<file path="config.mk">
export PLATFORM = sky130hd
export DESIGN_NAME = reader_writer_lock_arbiter_core_flat
export DESIGN_NICKNAME = d
export VERILOG_FILES = /design/src/rtl/core/rwl_pkg.sv /design/src/rtl/core/rwl_req_if.sv /design/src/rtl/core/rwl_rsp_if.sv /design/src/rtl/core/rwl_count_ram.sv /design/src/rtl/core/rwl_engine.sv /design/src/rtl/core/reader_writer_lock_arbiter_core.sv /design/src/flat_wrapper.sv
export SDC_FILE = /design/constraint.sdc
export NUM_CORES = 1
export LEC_CHECK = 0
export ABC_AREA = 1
export BUFFER_PORTS_ARGS = -buffer_cell sky130_fd_sc_hd__buf_2
export CAP_MARGIN = 25
export CORE_MARGIN = 4
export CORE_UTILIZATION = 30
export CTS_CLUSTER_DIAMETER = 50
export DETAILED_ROUTE_END_ITERATION = 10
export SETUP_SLACK_MARGIN = 0.5
export SKIP_LAST_GASP = 1
export SLEW_MARGIN = 15
export SYNTH_ARGS = -nofsm -noshare
export SYNTH_HDL_FRONTEND = slang
export SYNTH_SLANG_ARGS = --single-unit
</file>
<file path="constraint.sdc">
create_clock -name clk -period 3.45 [get_ports clk]
set_input_delay 0.345 -clock clk [delete_from_list [all_inputs] [get_ports clk]]
set_output_delay 0.345 -clock clk [all_outputs]
set_load 0.005 [all_outputs]
</file>
<file path="src/rtl/core/rwl_pkg.sv">
package rwl_pkg;

	// table geometry
	localparam int THREADS = 16;
	localparam int PER_THREAD_BITS = 8;
	localparam int TID_W = $clog2(THREADS);

	// field widths
	localparam int OP_W = 4;
	localparam int THREAD_ID_W = 4;
	localparam int STATUS_W = 3;
	localparam int WAKE_W = 2;
	localparam int TOTAL_W = 12;
	localparam int NEST_W = 8;
	localparam int WAIT_W = 5;

	// counter limits
	localparam logic [PER_THREAD_BITS-1:0] PT_MAX = '1;
	localparam logic [TOTAL_W-1:0] TOTAL_MAX = '1;
	localparam logic [NEST_W-1:0] NEST_MAX = '1;
	localparam logic [WAIT_W-1:0] WAIT_MAX = '1;

	// operation codes
	localparam logic [OP_W-1:0] OP_READ_REQ = 4'd0;
	localparam logic [OP_W-1:0] OP_WRITE_REQ = 4'd1;
	localparam logic [OP_W-1:0] OP_LOCKOUT = 4'd2;
	localparam logic [OP_W-1:0] OP_REALLOW = 4'd3;
	localparam logic [OP_W-1:0] OP_UNLOCK_READ = 4'd4;
	localparam logic [OP_W-1:0] OP_UNLOCK_WRITE = 4'd5;
	localparam logic [OP_W-1:0] OP_RETRY_READ = 4'd6;
	localparam logic [OP_W-1:0] OP_RETRY_WRITE = 4'd7;
	localparam logic [OP_W-1:0] OP_RETRY_LOCKOUT = 4'd8;
	localparam logic [OP_W-1:0] OP_ABANDON_READ = 4'd9;
	localparam logic [OP_W-1:0] OP_ABANDON_WRITE = 4'd10;
	localparam logic [OP_W-1:0] OP_ABANDON_LOCKOUT = 4'd11;

	// status codes
	localparam logic [STATUS_W-1:0] ST_GRANT = 3'd0;
	localparam logic [STATUS_W-1:0] ST_WAIT = 3'd1;
	localparam logic [STATUS_W-1:0] ST_DEADLOCK = 3'd2;
	localparam logic [STATUS_W-1:0] ST_RELEASED = 3'd3;
	localparam logic [STATUS_W-1:0] ST_ABANDON = 3'd4;
	localparam logic [STATUS_W-1:0] ST_MISUSE = 3'd5;

	// wake classes
	localparam logic [WAKE_W-1:0] WAKE_NONE = 2'd0;
	localparam logic [WAKE_W-1:0] WAKE_READERS = 2'd1;
	localparam logic [WAKE_W-1:0] WAKE_WRITERS = 2'd2;
	localparam logic [WAKE_W-1:0] WAKE_UPGRADERS = 2'd3;

	// write port of the per-thread count table
	typedef struct packed {
		logic en;
		logic [TID_W-1:0] addr;
		logic [PER_THREAD_BITS-1:0] data;
	} cnt_wr_t;

	// one result item
	typedef struct packed {
		logic [STATUS_W-1:0] status;
		logic [WAKE_W-1:0] wake_class;
		logic [TOTAL_W-1:0] reader_total;
		logic [NEST_W-1:0] nest_level;
	} rwl_result_t;

endpackage

</file>
<file path="src/rtl/core/rwl_req_if.sv">
interface rwl_req_if;
	import rwl_pkg::*;

	logic valid;
	logic ready;
	logic [OP_W-1:0] op;
	logic [THREAD_ID_W-1:0] thread_id;
	logic keep_readers;

	modport source (output valid, output op, output thread_id, output keep_readers,
		input ready);
	modport sink (input valid, input op, input thread_id, input keep_readers,
		output ready);
endinterface

</file>
<file path="src/rtl/core/rwl_rsp_if.sv">
interface rwl_rsp_if;
	import rwl_pkg::*;

	logic valid;
	logic ready;
	logic [STATUS_W-1:0] status;
	logic [WAKE_W-1:0] wake_class;
	logic [TOTAL_W-1:0] reader_total_out;
	logic [NEST_W-1:0] nest_level_out;

	modport source (output valid, output status, output wake_class,
		output reader_total_out, output nest_level_out, input ready);
	modport sink (input valid, input status, input wake_class,
		input reader_total_out, input nest_level_out, output ready);
endinterface

</file>
<file path="src/rtl/core/rwl_count_ram.sv">
module rwl_count_ram (
	input logic clk,
	input logic arst_n,
	input logic rd_en,
	input logic [rwl_pkg::TID_W-1:0] rd_addr,
	input rwl_pkg::cnt_wr_t wr,
	output logic [rwl_pkg::PER_THREAD_BITS-1:0] rd_data
);
	import rwl_pkg::*;

	logic [PER_THREAD_BITS-1:0] mem [THREADS];
	logic [THREADS-1:0] valid_q;
	logic [PER_THREAD_BITS-1:0] rd_data_q;

	// table storage
	always_ff @(posedge clk) begin
		if (wr.en) begin
			mem[wr.addr] <= wr.data;
		end
	end

	// entry valid bits, an entry never written reads as zero
	always_ff @(posedge clk or negedge arst_n) begin
		if (!arst_n) begin
			valid_q <= '0;
		end else if (wr.en) begin
			valid_q[wr.addr] <= 1'b1;
		end
	end

	// registered read, forwarded from a write to the same entry at the same edge
	always_ff @(posedge clk) begin
		if (rd_en) begin
			if (wr.en && wr.addr == rd_addr) begin
				rd_data_q <= wr.data;
			end else if (valid_q[rd_addr]) begin
				rd_data_q <= mem[rd_addr];
			end else begin
				rd_data_q <= '0;
			end
		end
	end

	assign rd_data = rd_data_q;

endmodule

</file>
<file path="src/rtl/core/rwl_engine.sv">
module rwl_engine (
	input logic clk,
	input logic arst_n,
	input logic fire,
	input logic [rwl_pkg::OP_W-1:0] op,
	input logic [rwl_pkg::THREAD_ID_W-1:0] thread_id,
	input logic keep_readers,
	input logic [rwl_pkg::PER_THREAD_BITS-1:0] pt_count,
	output rwl_pkg::cnt_wr_t wr,
	output rwl_pkg::rwl_result_t result
);
	import rwl_pkg::*;

	logic writer_valid_q;
	logic [THREAD_ID_W-1:0] writer_owner_q;
	logic [NEST_W-1:0] nest_level_q;
	logic readers_admitted_q;
	logic [TOTAL_W-1:0] reader_total_q;
	logic [WAIT_W-1:0] wait_read_q;
	logic [WAIT_W-1:0] wait_write_q;
	logic [WAIT_W-1:0] wait_upgrade_q;

	logic writer_valid_n;
	logic [THREAD_ID_W-1:0] writer_owner_n;
	logic [NEST_W-1:0] nest_level_n;
	logic readers_admitted_n;
	logic [TOTAL_W-1:0] reader_total_n;
	logic [WAIT_W-1:0] wait_read_n;
	logic [WAIT_W-1:0] wait_write_n;
	logic [WAIT_W-1:0] wait_upgrade_n;
	logic [PER_THREAD_BITS-1:0] pt_n;
	logic pt_we;
	logic [STATUS_W-1:0] status;
	logic [WAKE_W-1:0] wake;
	logic [WAKE_W-1:0] wake_pick;
	logic self_writer;
	logic known_tid;
	logic can_admit;

	// wake priority: upgraders, writers, readers
	always_comb begin
		if (wait_upgrade_q != '0) begin
			wake_pick = WAKE_UPGRADERS;
		end else if (wait_write_q != '0) begin
			wake_pick = WAKE_WRITERS;
		end else if (wait_read_q != '0) begin
			wake_pick = WAKE_READERS;
		end else begin
			wake_pick = WAKE_NONE;
		end
	end

	assign known_tid = int'(thread_id) < THREADS;
	assign self_writer = writer_valid_q && (writer_owner_q == thread_id);
	assign can_admit = (reader_total_q != TOTAL_MAX) && (pt_count != PT_MAX);

	// operation decode and next state
	always_comb begin
		status = ST_MISUSE;
		wake = WAKE_NONE;
		writer_valid_n = writer_valid_q;
		writer_owner_n = writer_owner_q;
		nest_level_n = nest_level_q;
		readers_admitted_n = readers_admitted_q;
		reader_total_n = reader_total_q;
		wait_read_n = wait_read_q;
		wait_write_n = wait_write_q;
		wait_upgrade_n = wait_upgrade_q;
		pt_n = pt_count;
		pt_we = 1'b0;
		if (known_tid) begin
			case (op)
				OP_READ_REQ: begin
					if (self_writer) begin
						if (nest_level_q != NEST_MAX) begin
							nest_level_n = nest_level_q + 1'b1;
							status = ST_GRANT;
						end
					end else if (readers_admitted_q) begin
						if (can_admit) begin
							reader_total_n = reader_total_q + 1'b1;
							pt_n = pt_count + 1'b1;
							pt_we = 1'b1;
							status = ST_GRANT;
						end
					end else if (wait_read_q != WAIT_MAX) begin
						wait_read_n = wait_read_q + 1'b1;
						status = ST_WAIT;
					end
				end
				OP_WRITE_REQ: begin
					if (self_writer) begin
						if (nest_level_q != NEST_MAX) begin
							nest_level_n = nest_level_q + 1'b1;
							status = ST_GRANT;
						end
					end else if (!writer_valid_q && reader_total_q == '0) begin
						writer_valid_n = 1'b1;
						writer_owner_n = thread_id;
						nest_level_n = NEST_W'(1);
						readers_admitted_n = keep_readers;
						status = ST_GRANT;
					end else if (pt_count != '0) begin
						status = ST_DEADLOCK;
					end else if (wait_write_q != WAIT_MAX) begin
						wait_write_n = wait_write_q + 1'b1;
						status = ST_WAIT;
					end
				end
				OP_LOCKOUT: begin
					if (reader_total_q == '0) begin
						readers_admitted_n = 1'b0;
						status = ST_GRANT;
					end else if (wait_upgrade_q != WAIT_MAX) begin
						wait_upgrade_n = wait_upgrade_q + 1'b1;
						status = ST_WAIT;
					end
				end
				OP_REALLOW: begin
					readers_admitted_n = 1'b1;
					status = ST_GRANT;
				end
				OP_UNLOCK_READ: begin
					if (self_writer && nest_level_q > NEST_W'(1)) begin
						nest_level_n = nest_level_q - 1'b1;
						status = ST_RELEASED;
					end else if (reader_total_q != '0 && pt_count != '0) begin
						reader_total_n = reader_total_q - 1'b1;
						pt_n = pt_count - 1'b1;
						pt_we = 1'b1;
						status = ST_RELEASED;
						if (reader_total_q == TOTAL_W'(1)) begin
							wake = wake_pick;
						end
					end
				end
				OP_UNLOCK_WRITE: begin
					if (self_writer && nest_level_q > NEST_W'(1)) begin
						nest_level_n = nest_level_q - 1'b1;
						status = ST_RELEASED;
					end else begin
						writer_valid_n = 1'b0;
						writer_owner_n = '0;
						nest_level_n = '0;
						readers_admitted_n = 1'b1;
						status = ST_RELEASED;
						wake = wake_pick;
					end
				end
				OP_RETRY_READ: begin
					if (wait_read_q != '0) begin
						if (!readers_admitted_q) begin
							status = ST_WAIT;
						end else if (can_admit) begin
							reader_total_n = reader_total_q + 1'b1;
							pt_n = pt_count + 1'b1;
							pt_we = 1'b1;
							wait_read_n = wait_read_q - 1'b1;
							status = ST_GRANT;
						end
					end
				end
				OP_RETRY_WRITE: begin
					if (wait_write_q != '0) begin
						if (!writer_valid_q && reader_total_q == '0) begin
							wait_write_n = wait_write_q - 1'b1;
							writer_valid_n = 1'b1;
							writer_owner_n = thread_id;
							nest_level_n = NEST_W'(1);
							readers_admitted_n = keep_readers;
							status = ST_GRANT;
						end else begin
							status = ST_WAIT;
						end
					end
				end
				OP_RETRY_LOCKOUT: begin
					if (wait_upgrade_q != '0) begin
						if (reader_total_q == '0) begin
							wait_upgrade_n = wait_upgrade_q - 1'b1;
							readers_admitted_n = 1'b0;
							status = ST_GRANT;
						end else begin
							status = ST_WAIT;
						end
					end
				end
				OP_ABANDON_READ: begin
					if (wait_read_q != '0) begin
						wait_read_n = wait_read_q - 1'b1;
						status = ST_ABANDON;
					end
				end
				OP_ABANDON_WRITE: begin
					if (wait_write_q != '0) begin
						wait_write_n = wait_write_q - 1'b1;
						status = ST_ABANDON;
					end
				end
				OP_ABANDON_LOCKOUT: begin
					if (wait_upgrade_q != '0) begin
						wait_upgrade_n = wait_upgrade_q - 1'b1;
						status = ST_ABANDON;
					end
				end
				default: begin
					status = ST_MISUSE;
				end
			endcase
		end
	end

	// lock state registers, committed when the operation transfers out
	always_ff @(posedge clk or negedge arst_n) begin
		if (!arst_n) begin
			writer_valid_q <= 1'b0;
			writer_owner_q <= '0;
			nest_level_q <= '0;
			readers_admitted_q <= 1'b1;
			reader_total_q <= '0;
			wait_read_q <= '0;
			wait_write_q <= '0;
			wait_upgrade_q <= '0;
		end else if (fire) begin
			writer_valid_q <= writer_valid_n;
			writer_owner_q <= writer_owner_n;
			nest_level_q <= nest_level_n;
			readers_admitted_q <= readers_admitted_n;
			reader_total_q <= reader_total_n;
			wait_read_q <= wait_read_n;
			wait_write_q <= wait_write_n;
			wait_upgrade_q <= wait_upgrade_n;
		end
	end

	// table write-back and result
	always_comb begin
		wr.en = fire && pt_we;
		wr.addr = TID_W'(thread_id);
		wr.data = pt_n;
		result.status = status;
		result.wake_class = wake;
		result.reader_total = reader_total_n;
		result.nest_level = nest_level_n;
	end

	// a writer always has a nonzero depth, no writer means depth zero
	assert property (@(posedge clk) disable iff (!arst_n)
		writer_valid_q == (nest_level_q != '0))
		else $error("writer flag and nest depth disagree");

	// misuse leaves the lock state untouched
	assert property (@(posedge clk) disable iff (!arst_n)
		fire && status == ST_MISUSE |=> $stable(reader_total_q) && $stable(nest_level_q)
			&& $stable(writer_valid_q) && $stable(wait_read_q)
			&& $stable(wait_write_q) && $stable(wait_upgrade_q))
		else $error("misuse changed lock state");

	// a wake only comes with a release
	assert property (@(posedge clk) disable iff (!arst_n)
		wake != WAKE_NONE |-> status == ST_RELEASED)
		else $error("wake without release");

	// the count table is written only on reader admits and releases
	assert property (@(posedge clk) disable iff (!arst_n)
		wr.en |-> (status == ST_GRANT || status == ST_RELEASED)
			&& reader_total_n != reader_total_q)
		else $error("count table write without reader change");

endmodule

</file>
<file path="src/rtl/core/reader_writer_lock_arbiter_core.sv">
// path: a request is registered into stage one and the count table read, then the result register
// throughput: one operation per cycle; the per-thread count table is read and written once a cycle
// with write-back forwarding, so only a low rsp.ready stalls back-to-back operations of one thread
// reset: arst_n clears the lock state, the table valid bits and the pipeline; the table needs
// no clearing pass, so requests are taken as soon as reset is released
module reader_writer_lock_arbiter_core (
	input logic clk,
	input logic arst_n,
	rwl_req_if.sink req,
	rwl_rsp_if.source rsp
);
	import rwl_pkg::*;

	logic valid_s1;
	logic [OP_W-1:0] op_s1;
	logic [THREAD_ID_W-1:0] tid_s1;
	logic keep_s1;
	logic out_valid_q;
	rwl_result_t out_q;
	logic fire;
	logic accept;
	logic [PER_THREAD_BITS-1:0] pt_count;
	cnt_wr_t cnt_wr;
	rwl_result_t result;

	// stage one moves on when the result register is free or being drained
	assign fire = valid_s1 && (!out_valid_q || rsp.ready);
	assign req.ready = !valid_s1 || fire;
	assign accept = req.valid && req.ready;

	// per-thread read counts
	rwl_count_ram u_count_ram (
		.clk (clk),
		.arst_n (arst_n),
		.rd_en (accept),
		.rd_addr (TID_W'(req.thread_id)),
		.wr (cnt_wr),
		.rd_data (pt_count)
	);

	// lock state and decision logic
	rwl_engine u_engine (
		.clk (clk),
		.arst_n (arst_n),
		.fire (fire),
		.op (op_s1),
		.thread_id (tid_s1),
		.keep_readers (keep_s1),
		.pt_count (pt_count),
		.wr (cnt_wr),
		.result (result)
	);

	// stage one control
	always_ff @(posedge clk or negedge arst_n) begin
		if (!arst_n) begin
			valid_s1 <= 1'b0;
		end else if (accept) begin
			valid_s1 <= 1'b1;
		end else if (fire) begin
			valid_s1 <= 1'b0;
		end
	end

	// stage one payload
	always_ff @(posedge clk) begin
		if (accept) begin
			op_s1 <= req.op;
			tid_s1 <= req.thread_id;
			keep_s1 <= req.keep_readers;
		end
	end

	// result register control
	always_ff @(posedge clk or negedge arst_n) begin
		if (!arst_n) begin
			out_valid_q <= 1'b0;
		end else if (fire) begin
			out_valid_q <= 1'b1;
		end else if (rsp.ready) begin
			out_valid_q <= 1'b0;
		end
	end

	// result register payload
	always_ff @(posedge clk) begin
		if (fire) begin
			out_q <= result;
		end
	end

	assign rsp.valid = out_valid_q;
	assign rsp.status = out_q.status;
	assign rsp.wake_class = out_q.wake_class;
	assign rsp.reader_total_out = out_q.reader_total;
	assign rsp.nest_level_out = out_q.nest_level;

	// a held operation is never dropped while stalled
	assert property (@(posedge clk) disable iff (!arst_n)
		valid_s1 && !fire |=> valid_s1)
		else $error("stalled operation lost");

	// a pending result is not overwritten before its transfer
	assert property (@(posedge clk) disable iff (!arst_n)
		out_valid_q && !rsp.ready |-> !fire)
		else $error("result overwritten while stalled");

	// a stalled result stays valid and unchanged
	assert property (@(posedge clk) disable iff (!arst_n)
		out_valid_q && !rsp.ready |=> out_valid_q && $stable(out_q))
		else $error("stalled result changed");

endmodule
</file>
<file path="src/flat_wrapper.sv">
// flat-port wrapper written by rule: the top's interface ports become plain ports
module reader_writer_lock_arbiter_core_flat import rwl_pkg::*;
  (clk, arst_n, req_valid, req_op, req_thread_id, req_keep_readers, req_ready, rsp_valid, rsp_status, rsp_wake_class, rsp_reader_total_out, rsp_nest_level_out, rsp_ready);
  rwl_req_if req_i ();
  rwl_rsp_if rsp_i ();
  input logic clk;
  input logic arst_n;
  input wire logic [$bits(req_i.valid)-1:0] req_valid;
  input wire logic [$bits(req_i.op)-1:0] req_op;
  input wire logic [$bits(req_i.thread_id)-1:0] req_thread_id;
  input wire logic [$bits(req_i.keep_readers)-1:0] req_keep_readers;
  output wire logic [$bits(req_i.ready)-1:0] req_ready;
  output wire logic [$bits(rsp_i.valid)-1:0] rsp_valid;
  output wire logic [$bits(rsp_i.status)-1:0] rsp_status;
  output wire logic [$bits(rsp_i.wake_class)-1:0] rsp_wake_class;
  output wire logic [$bits(rsp_i.reader_total_out)-1:0] rsp_reader_total_out;
  output wire logic [$bits(rsp_i.nest_level_out)-1:0] rsp_nest_level_out;
  input wire logic [$bits(rsp_i.ready)-1:0] rsp_ready;
  assign req_i.valid = req_valid;
  assign req_i.op = req_op;
  assign req_i.thread_id = req_thread_id;
  assign req_i.keep_readers = req_keep_readers;
  assign req_ready = req_i.ready;
  assign rsp_valid = rsp_i.valid;
  assign rsp_status = rsp_i.status;
  assign rsp_wake_class = rsp_i.wake_class;
  assign rsp_reader_total_out = rsp_i.reader_total_out;
  assign rsp_nest_level_out = rsp_i.nest_level_out;
  assign rsp_i.ready = rsp_ready;
  reader_writer_lock_arbiter_core u_core (.clk(clk), .arst_n(arst_n), .req(req_i), .rsp(rsp_i));
endmodule
</file>
==> run summary, run 1 <==
max-cap violations: 0
RSZ-0062 raised after global routing: false
Async SR Flop Fraction: 25.8%
Final HPWL DP: 23600 um
CP Data Required Time: 3.75 ns
PD cells: 649 nW/um^2
via density per instance: 4.99
area grow syn2layout: 15.2%
CTS max path bufs: 3
root buffer cell: clkbuf_16
Tot GR Track Use: 15.3%
post-synth top area share: 41.0%
Max Slew Vio Count: 0
failing checks: negative hold slack
fin crit share: 80.7%
# clock sinks: 229
Cell Rows: 74
Crit path arrival time: 3.09 ns
final wirelength: 34300 um
worst hold path type: in -> async
Worst Path Max Fanout: 13
Crit Path Class: reg -> reg
element type at the critical path end: flip-flop
Design Area, Final: 14300 um^2
first-pass GRT wire length: 55200 um
Pre-antenna DRT Iters: 6
Synth Flop Type: edfxtp_1
Sw Share: 36.2%
internal power: 5940 uW
setup ws final: 0.667 ns
Syn Nets: 1452
CTS tree: built
Initial Util: 30.4%
Fin. Hold Viols: 24
fillers: 4221
port bufs: 39
final setup fails: 0
outcome: finished, violations left
Ports: 40
Vert. Die Dim: 212 um
Diodes inserted: 0
die width: 212 um
footprint of the multi-input gates: 5140 um^2
number of synthesized flops with an enable pin: 170
sequential cell area fraction in the yosys report: 52.9%
layout cells sized above 1: 12.9%
Yosys cell types: 49
synth warn: 0
Worst Skew: 0.0208 ns
combinational power share: 29.5%
Starting DRT DRC Count: 758
Reg clk slew, reported paths: 0.06 ns
Post-Place Worst Slack: 0.544 ns
placeable core area: 40900 um^2
WHS: -0.0169 ns
average wire per standard cell: 16.9 um
VDD IR max: 0.327 mV
grt ovf: 0
sequential cell area: 6580 um^2
total CTS buffers: 26
Seq cells post-synth: 229
most numerous cell in the Yosys netlist: nand2_1
clock power share: 30.0%
die footprint: 44800 um^2
clock insertion delay at the later pin of the skew report: 0.56 ns
Psw: 3370 uW
shortest period the worst path allows: 2.78 ns
htree depth: 1
power share of the sequential group: 40.5%
fmax: 359 MHz
Placed Area: 13400 um^2
pin count of the biggest net entering global routing: 81
Yosys top cell by area: edfxtp_1
initial antenna violation count: 0
Gate Count Post-Synth: 1417
NumNets Final: 1509
post-route setup TNS: 0 ns
mapped cell area: 12400 um^2
relative slew slack: 43.5%
Final GP Congestion: 0.907
Post-route DRC: 0
post-route ant nets: 0
vias in the first global route: 9931
Slew @ Worst Pin: 0.847 ns
LEAKAGE: 0.00596 uW
synth cell count leaders: nand2_1 (342), nor2_1 (186), edfxtp_1 (170), o21ai_0 (131), nand3_1 (113)
crit start category: flip-flop
post-synthesis average cell area: 8.78 um^2
vias: 10113
top cells by area, synth: edfxtp_1 (41%), dfrtp_1 (12%), nand2_1 (10%)
## placed cells by master (no fill, tap or decap), types with 13 or more instances in the layout
master,n
xor2_1,22
nor2_2,13
inv_2,15
o22ai_1,15
a21oi_1,22
nor2_1,181
buf_2,39
dfrtp_1,57
edfxtp_1,170
o211ai_1,15
o21ai_0,131
inv_1,108
nand2_1,341
clkbuf_16,26
nand3_1,113
nand4_1,15
ha_1,18
o221ai_1,21
buf_4,41
## cells by family after synthesis
| logic type | synth area share, % |
|---|---|
| AND/OR/NAND/NOR | 25.3 |
| flip-flops | 52.9 |
| XOR/XNOR | 2.04 |
| buffers and inverters | 5.93 |
| adder cells (fa/ha/maj) | 2.39 |
| AO/OA/AOI/OAI | 11.4 |
## power groups by stage
stage | sequential [uW] | clock, uW | combinational (uW)
after floorplan | 3650 | 0 | 2090
after global placement | 3810 | 0 | 2690
after detailed placement | 3820 | 0 | 2730
after CTS | 3770 | 2860 | 2740
after global routing | 3830 | 2980 | 3140
final | 3770 | 2790 | 2750
## stage by stage
| step | utilization [%] | total power (uW) | std cells |
|---|---|---|---|
| after floorplan | - | 5740 | 1417 |
| after global placement | 32.6 | 6500 | 1969 |
| after detailed placement | 32.6 | 6540 | 1969 |
| after CTS | 34.9 | 9360 | 2022 |
| after global routing | 35.0 | 9950 | 2026 |
| final | 35.0 | 9300 | 2026 |
## worst max-delay path: stages, from the launching register on
cell	delay (ns)
dfrtp_1	0.48
ha_1	0.24
nand2_1	0.06
nor2_1	0.17
nand3_1	0.18
nand3_1	0.17
buf_4	0.24
inv_1	0.16
nand2_1	0.10
nand2_1	0.05
nand3_1	0.06
nand2_1	0.06
inv_1	0.05
nand2_1	0.23
buf_4	0.29
## cell type report
cell class                 count  area share, %
clock buffer                  35           4.98
inverter                     124           3.25
tap                          532           4.64
clock inverter                13           1.10
multi-input combinational   1005           35.9
sequential                   229           45.9
timing repair buffer          88           4.22
## registers in the layout, indices dropped and copies added (netlist names), 4 cells and up
name / count
u_core.u_count_ram.mem: 128
u_core.u_count_ram.valid_q: 16
u_core.rsp.reader_total_out: 12
u_core.u_engine.reader_total_q: 12
u_core.rsp.nest_level_out: 8
u_core.u_count_ram.rd_data: 8
u_core.u_engine.nest_level_q: 8
u_core.u_engine.wait_read_q: 5
u_core.u_engine.wait_upgrade_q: 5
u_core.u_engine.wait_write_q: 5
u_core.op_s1: 4
u_core.tid_s1: 4
u_core.u_engine.writer_owner_q: 4
## per-layer routing
metal  GRT usage (%)  routed length, um
met5               0                  0
met4            5.04               1150
met3            2.56               2010
met2            24.5              15600
met1            21.1              15500
## path summary, 6_finish.rpt
kind,cells after the start,startpoint,slack [ns],endpoint
min,2,arst_n,-0.02,u_core.u_engine.nest_level_q[5]
max,14,u_core.u_engine.reader_total_q[0],0.67,u_core.u_count_ram.mem[2][5]
min reg2reg,2,u_core.u_count_ram.valid_q[5],0.46,u_core.u_count_ram.valid_q[5]
max in group asynchronous,2,arst_n,2.88,u_core.u_engine.nest_level_q[0]
max reg2reg,14,u_core.u_engine.reader_total_q[0],0.67,u_core.u_count_ram.mem[2][5]
min in group clk,3,req_valid,0.04,u_core.valid_s1
## repair_timing
item                                    in CTS  in global routing
resized for setup                            0                 11
buffers inserted                             0                  4
hold endpoints to repair                     5                  0
hold buffers                                 5                  0
endpoints found under the setup margin       0                144
(Power assumes the default switching activity.)
==> run 2: changes to the inputs <==
--- a/config.mk
+++ b/config.mk
@@ -5,7 +5,7 @@
 export SDC_FILE = /design/constraint.sdc
 export NUM_CORES = 1
 export LEC_CHECK = 0
-export ABC_AREA = 1
+export ABC_AREA = 0
 export BUFFER_PORTS_ARGS = -buffer_cell sky130_fd_sc_hd__buf_2
 export CAP_MARGIN = 25
 export CORE_MARGIN = 4
==> constraint.sdc (replaced) <==
create_clock -name clk -period 2.75 [get_ports clk]
set_input_delay 0.275 -clock clk [delete_from_list [all_inputs] [get_ports clk]]
set_output_delay 0.275 -clock clk [all_outputs]
set_load 0.005 [all_outputs]
==> run 2 against run 1 <==
  * The flow now finishes without violations
  * Synthesized area fell by 5.3%
  * Clock-buffer cell count fell by 4
  * First-iteration DRC count fell by 6.2%
  * Synthesized cell count fell by 33%
  * Clock power rose by 30%
  * Critical path depth is 1 lower
  * Worst setup slack worse by 0.63 ns
  * Largest cell class unchanged
  * Largest power group unchanged
  * Highest routed layer unchanged
==> run summary, run 2 <==
area grow syn2layout: 44.7% (was 15.2%)
commonest cells after routing, fill and taps aside: edfxtp_1 (170), buf_4 (147), nand2_1 (74) (was nand2_1 (341), nor2_1 (181), edfxtp_1 (170))
Reg clk slew, reported paths: 0.06 ns (about the same)
Pre-antenna DRT Iters: 5 (was 6)
fin crit share: 98.5% (was 80.7%)
post-synth top area share: 43.4% (was 41.0%)
placeable core area: 38700 um^2 (was 40900 um^2)
Async SR Flop Fraction: 25.8% (unchanged)
layout cells sized above 1: 46.4% (was 12.9%)
vias: 9260 (was 10113)
Reg with most FFs: u_core.u_count_ram.mem (unchanged)
post-route setup TNS: 0 ns (unchanged)
Post-route DRC: 0 (unchanged)
die width: 206 um (was 212 um)
total CTS buffers: 27 (was 26)
CTS max path bufs: 3 (unchanged)
Final HPWL DP: 22300 um (was 23600 um)
most numerous cell in the Yosys netlist: edfxtp_1 (was nand2_1)
setup ws final: 0.0401 ns (was 0.667 ns)
port bufs: 39 (unchanged)
relative slew slack: 43.4% (was 43.5%)
worst hold path type: in -> async (unchanged)
commonest non-fill, non-tap cell in the layout: edfxtp_1 (was nand2_1)
PD cells: 633 nW/um^2 (was 649 nW/um^2)
LEAKAGE: 0.00649 uW (was 0.00596 uW)
synth cell count leaders: edfxtp_1 (170), nand2_1 (81), dfrtp_1 (58), nor2_1 (51), a21oi_1 (47) (was nand2_1 (342), nor2_1 (186), edfxtp_1 (170), o21ai_0 (131), nand3_1 (113))
crit start category: flip-flop (unchanged)
Post-Place Worst Slack: 0.0269 ns (was 0.544 ns)
post-route ant nets: 0 (unchanged)
Worst Skew: 0.0151 ns (was 0.0208 ns)
sequential cell area fraction in the yosys report: 55.9% (was 52.9%)
CP max stage cell: dfrtp_2 (was dfrtp_1)
Finished Core Util: 44.0% (was 35.0%)
vias in the first global route: 9272 (was 9931)
Cell Rows: 72 (was 74)
Max Slew Vio Count: 0 (unchanged)
Slew @ Worst Pin: 0.849 ns (was 0.847 ns)
fillers: 3451 (was 4221)
CTS tree: built (unchanged)
mapped cell area: 11800 um^2 (was 12400 um^2)
Crit Path Class: reg -> reg (unchanged)
initial antenna violation count: 0 (unchanged)
CP cell instances: inv_4 -> ha_4 -> or2_4 -> nand3_4 -> nand3_4 -> buf_6 -> buf_6 -> buf_8 -> buf_12 -> a221oi_4 -> o21ai_2 -> o31ai_2 -> nand2_1 (was ha_1 -> nand2_1 -> nor2_1 -> nand3_1 -> nand3_1 -> buf_4 -> inv_1 -> nand2_1 -> nand2_1 -> nand3_1 -> nand2_1 -> inv_1 -> nand2_1 -> buf_4)
# clock sinks: 229 (unchanged)
Starting DRT DRC Count: 711 (was 758)
outcome: finished clean (was finished, violations left)
largest registers: u_core.u_count_ram.mem x128, u_core.u_count_ram.valid_q x16 (unchanged)
WHS: 0.119 ns (was -0.0169 ns)
Fin. Hold Viols: 0 (was 24)
RSZ-0062 raised after global routing: true (was false)
Diodes inserted: 0 (unchanged)
CP Data Required Time: 3.04 ns (was 3.75 ns)
Synth Flop Type: edfxtp_1 (unchanged)
Ports: 40 (unchanged)
Final GP Congestion: 0.922 (was 0.907)
average wire per standard cell: 20.1 um (was 16.9 um)
pin count of the biggest net entering global routing: 40 (was 81)
number of synthesized flops with an enable pin: 170 (unchanged)
final wirelength: 35000 um (was 34300 um)
Seq cells post-synth: 229 (unchanged)
VDD IR max: 0.396 mV (was 0.327 mV)
max reg flops: 128 (unchanged)
via density per instance: 5.31 (was 4.99)
Syn Nets: 988 (was 1452)
final setup fails: 0 (unchanged)
Crit path arrival time: 3.00 ns (was 3.09 ns)
root buffer cell: clkbuf_16 (unchanged)
Tot GR Track Use: 16.0% (was 15.3%)
Yosys top cell by area: edfxtp_1 (unchanged)
Yosys cell types: 82 (was 49)
top cells by area, synth: edfxtp_1 (43%), dfrtp_1 (12%), mux4_2 (7.7%) (was edfxtp_1 (41%), dfrtp_1 (12%), nand2_1 (10%))
htree depth: 1 (unchanged)
element type at the critical path end: flip-flop (unchanged)
synth warn: 0 (unchanged)
NumNets Final: 1241 (was 1509)
first-pass GRT wire length: 53600 um (was 55200 um)
max-cap violations: 0 (unchanged)
Initial Util: 30.4% (about the same)
grt ovf: 0 (unchanged)
fmax: 369 MHz (was 359 MHz)
Crit path largest cell delay: 0.42 ns (was 0.48 ns)
clock insertion delay at the later pin of the skew report: 0.56 ns (about the same)
Vert. Die Dim: 206 um (was 212 um)
shortest period the worst path allows: 2.71 ns (was 2.78 ns)
die footprint: 42500 um^2 (was 44800 um^2)
Worst Path Max Fanout: 4 (was 13)
sequential cell area: 6590 um^2 (was 6580 um^2)
Gate Count Post-Synth: 953 (was 1417)
footprint of the multi-input gates: 6180 um^2 (was 5140 um^2)
post-synthesis average cell area: 12.4 um^2 (was 8.78 um^2)
-- run 2: changes by cell type after synthesis, sizes merged, moves of 16 or more --
cell and delta:
o221ai -20, xnor2 +16, nor2 -148, nor3 +24, inv -99, a21o +16, a21oi +25, nand2 -270
mux4 +40, and3 +19, o21ai -102, nand2b +17, nand3 -89
-- run 2: kinds of logic after synthesis --
kind of cell,after synthesis,synth area share (%)
buffers and inverters,82,3.09
flip-flops,229,55.9
XOR/XNOR,40,2.98
adder cells (fa/ha/maj),22,2.53
AO/OA/AOI/OAI,208,12.0
multiplexers,61,9.52
AND/OR/NAND/NOR,311,14.0
-- run 2: layout make-up --
cell class	count	share of cell area (%)
timing repair buffer	282	15.3
clock inverter	19	1.31
multi-input combinational	643	36.3
inverter	23	0.551
sequential	229	38.7
clock buffer	31	4.05
tap	518	3.81
-- run 2: per-layer routing --
metal  part of all wire (%)  track usage, %
met1                     41            21.2
met2                     49            26.8
met3                    5.9            3.04
met4                    3.4            4.90
met5                      0               0
-- run 2: report_power, final --
group	switching, uW	total [uW]	internal [uW]
clock network	1510	3630	2130
registers	289	4340	4050
logic	1480	2820	1340
total	3270	10800	7510
-- run 2: through the flow --
step / cell area, um^2 / power (uW) / cells
final: 17000 / 10800 / 1745
after global routing: 17000 / 11300 / 1745
after CTS: 16200 / 10600 / 1709
after detailed placement: 13700 / 6460 / 1574
after global placement: 13700 / 6420 / 1574
after floorplan: 12100 / 5650 / 953
-- run 2: path summary, 6_finish.rpt --
| path | start | to | slack, ns | cells after the start |
|---|---|---|---|---|
| max in group asynchronous | arst_n | u_core.u_count_ram.valid_q[14] | 1.87 | 4 |
| min reg2reg | u_core.u_count_ram.valid_q[15] | u_core.u_count_ram.valid_q[15] | 0.45 | 1 |
| min in group clk | req_thread_id[3] | u_core.tid_s1[3] | 0.13 | 1 |
| max reg2reg | u_core.u_engine.nest_level_q[0] | u_core.rsp.nest_level_out[4] | 0.04 | 13 |
| max | u_core.u_engine.nest_level_q[0] | u_core.rsp.nest_level_out[4] | 0.04 | 13 |
| min | arst_n | u_core.u_engine.nest_level_q[6] | 0.12 | 2 |
-- run 2: critical path, delay by kind of cell (launching register included) --
kind / cells / cell delay [ns]
AO/OA/AOI/OAI: 3 / 0.76
adder cells (fa/ha/maj): 1 / 0.15
flip-flops: 1 / 0.42
AND/OR/NAND/NOR: 4 / 0.59
buffers and inverters: 5 / 0.53
-- run 2: what timing repair did --
action                                  CTS  global route
hold buffers                              8             0
endpoints found under the hold margin    43             0
buffers inserted                         70            34
gates resized for setup                 196           104
endpoints found under the setup margin  339           346
pin swaps                                91            80
cloned                                    7             1
==> run 3: changes to the inputs <==
--- a/config.mk
+++ b/config.mk
@@ -12,7 +12,7 @@
 export CORE_UTILIZATION = 30
 export CTS_CLUSTER_DIAMETER = 50
 export DETAILED_ROUTE_END_ITERATION = 10
-export SETUP_SLACK_MARGIN = 0.5
+export SETUP_SLACK_MARGIN = 0.05
 export SKIP_LAST_GASP = 1
 export SLEW_MARGIN = 15
 export SYNTH_ARGS = -nofsm -noshare
==> constraint.sdc (replaced) <==
create_clock -name clk -period 2.75 [get_ports clk]
set_input_delay 0.275 -clock clk [delete_from_list [all_inputs] [get_ports clk]]
set_output_delay 0.275 -clock clk [all_outputs]
set_load 0.05 [all_outputs]
==> run 3 against run 2 <==
  * Sequential share of layout area up 5.3 points
  * Fmax up 1.0%
  * First-iteration DRC count up 9.3%
  * Critical path depth down 3
  * Hold slack worse by 0.014 ns
  * Total power down 6.3%
  * Non-clock buffer count down 90
  * Final cell count down 5.2%
  * Combinational power down 18%
  * Sequential cell count unchanged
  * Largest power group unchanged
  * Core utilization down 5.3 points
==> run summary, run 3 (same netlist as run 2, synthesis figures left out) <==
outcome: finished clean (unchanged)
Fin. Hold Viols: 0 (unchanged)
worst hold path type: in -> reg (was in -> async)
vias: 8660 (was 9260)
first-pass GRT wire length: 48700 um (was 53600 um)
Crit Path Class: reg -> reg (unchanged)
Tot GR Track Use: 14.5% (was 16.0%)
VDD IR max: 0.579 mV (was 0.396 mV)
Diodes inserted: 0 (unchanged)
Placed Area: 13800 um^2 (was 13700 um^2)
Reg clk slew, reported paths: 0.06 ns (about the same)
RSZ-0062 raised after global routing: true (unchanged)
Cell Rows: 72 (unchanged)
post-route ant nets: 0 (unchanged)
LEAKAGE: 0.00577 uW (was 0.00649 uW)
average wire per standard cell: 18.5 um (was 20.1 um)
final wirelength: 30600 um (was 35000 um)
CTS tree: built (unchanged)
sequential cell area: 6590 um^2 (about the same)
layout cells sized above 1: 29.4% (was 46.4%)
PD cells: 674 nW/um^2 (was 633 nW/um^2)
max-cap violations: 0 (unchanged)
Slew @ Worst Pin: 0.833 ns (was 0.849 ns)
NumNets Final: 1150 (was 1241)
post-route setup TNS: 0 ns (unchanged)
Vert. Die Dim: 206 um (unchanged)
initial antenna violation count: 0 (unchanged)
# clock sinks: 229 (unchanged)
max reg flops: 128 (unchanged)
footprint of the multi-input gates: 5120 um^2 (was 6180 um^2)
Ports: 40 (unchanged)
Final HPWL DP: 22000 um (was 22300 um)
fmax: 373 MHz (was 369 MHz)
htree depth: 1 (unchanged)
Max Slew Vio Count: 0 (unchanged)
element type at the critical path end: flip-flop (unchanged)
clock insertion delay at the later pin of the skew report: 0.55 ns (was 0.56 ns)
fillers: 3699 (was 3451)
commonest cells after routing, fill and taps aside: edfxtp_1 (170), buf_4 (120), nand2_1 (81) (was edfxtp_1 (170), buf_4 (147), nand2_1 (74))
Worst Skew: 0.0109 ns (was 0.0151 ns)
placeable core area: 38700 um^2 (unchanged)
vias in the first global route: 8528 (was 9272)
most frequent CP cell: buf_12
grt ovf: 0 (unchanged)
root buffer cell: clkbuf_16 (unchanged)
setup ws final: 0.0681 ns (was 0.0401 ns)
CP max stage cell: or4_4 (was dfrtp_2)
area grow syn2layout: 27.2% (was 44.7%)
total CTS buffers: 27 (unchanged)
Initial Util: 30.4% (unchanged)
Design Area, Final: 15000 um^2 (was 17000 um^2)
Pre-antenna DRT Iters: 5 (unchanged)
Crit path largest cell delay: 0.56 ns (was 0.42 ns)
Crit path arrival time: 2.95 ns (was 3.00 ns)
Final GP Congestion: 0.898 (was 0.922)
die width: 206 um (unchanged)
final setup fails: 0 (unchanged)
Largest delay share family, worst path: simple AND/OR/NAND/NOR gates (was compound AO/OA/AOI/OAI gates)
commonest non-fill, non-tap cell in the layout: edfxtp_1 (unchanged)
via density per instance: 5.24 (was 5.31)
largest registers: u_core.u_count_ram.mem x128, u_core.u_count_ram.valid_q x16 (unchanged)
Post-route DRC: 0 (unchanged)
pin count of the biggest net entering global routing: 40 (unchanged)
relative slew slack: 44.5% (was 43.4%)
CTS max path bufs: 3 (unchanged)
Worst Path Max Fanout: 8 (was 4)
Pwr Total: 10100 uW (was 10800 uW)
CP Data Required Time: 3.02 ns (was 3.04 ns)
crit path buf inv count: 3 (was 5)
fin crit share: 97.5% (was 98.5%)
Post-Place Worst Slack: -0.0665 ns (was 0.0269 ns)
CP cell instances: inv_2 -> ha_4 -> and3_4 -> a21oi_4 -> a21oi_2 -> or4_4 -> nand2b_4 -> buf_12 -> nor3_4 -> buf_12 (was inv_4 -> ha_4 -> or2_4 -> nand3_4 -> nand3_4 -> buf_6 -> buf_6 -> buf_8 -> buf_12 -> a221oi_4 -> o21ai_2 -> o31ai_2 -> nand2_1)
Starting DRT DRC Count: 777 (was 711)
die footprint: 42500 um^2 (unchanged)
port bufs: 39 (unchanged)
crit start category: flip-flop (unchanged)
Reg with most FFs: u_core.u_count_ram.mem (unchanged)
shortest period the worst path allows: 2.68 ns (was 2.71 ns)
WHS: 0.106 ns (was 0.119 ns)
==> run 3: changes by cell type in the layout (fill, tap and decap cells not counted), sizes merged <==
cell / previous run / this run
clkinvlp: 3 / 4
nand2b: 18 / 17
inv: 28 / 26
buf: 273 / 184
bufinv: 3 / 2
clkinv: 8 / 9
==> run 3: power by group <==
group	leakage (uW)	switching [uW]	internal [uW]
clock network	0.000418	1450	2040
logic	0.00304	1350	970
registers	0.00231	241	4050
==> run 3: what timing repair did <==
item,CTS,global route
gates resized for setup,4,20
setup buffers,2,6
hold buffers,8,0
endpoints found under the setup margin,145,200
endpoints found under the hold margin,43,0
pin swaps,0,6
==> run 3: final cells by class <==
cell class                      count  area share [%]
Sequential cell                   229            44.0
Multi-Input combinational cell    642            34.2
Timing Repair Buffer              192            11.1
Clock buffer                       32            4.70
Tap cell                          518            4.33
Clock inverter                     18            1.15
Inverter                           23           0.593
==> run 3: final timing paths <==
kind                       slack [ns]  depth (start not counted)                           start                         endpoint
hold reg to reg                  0.46                          1  u_core.u_count_ram.valid_q[15]   u_core.u_count_ram.valid_q[15]
max in group asynchronous        1.72                          4                          arst_n   u_core.u_count_ram.valid_q[11]
setup / recovery                 0.07                         10   u_core.u_count_ram.rd_data[0]     u_core.u_count_ram.mem[6][0]
min in group asynchronous        0.25                          2                          arst_n  u_core.u_engine.nest_level_q[6]
setup reg to reg                 0.07                         10   u_core.u_count_ram.rd_data[0]     u_core.u_count_ram.mem[6][0]
hold / removal                   0.11                          1                req_thread_id[0]                 u_core.tid_s1[0]
==> run 3: stage by stage <==
step / cells / utilization [%]
after detailed placement: 1587 / 35.6
after global routing: 1654 / 38.7
final: 1654 / 38.7
after CTS: 1647 / 38.1
after floorplan: 953 / -
after global placement: 1587 / 35.6
==> run 3: per-layer routing <==
metal,vias to the layer above,part of all wire (%),global-route usage (%)
met2,321,48,24.0
met5,-,0,0
met3,55,6.4,2.54
li1,4017,-,-
met4,0,2.5,3.42
met1,4267,43,19.9
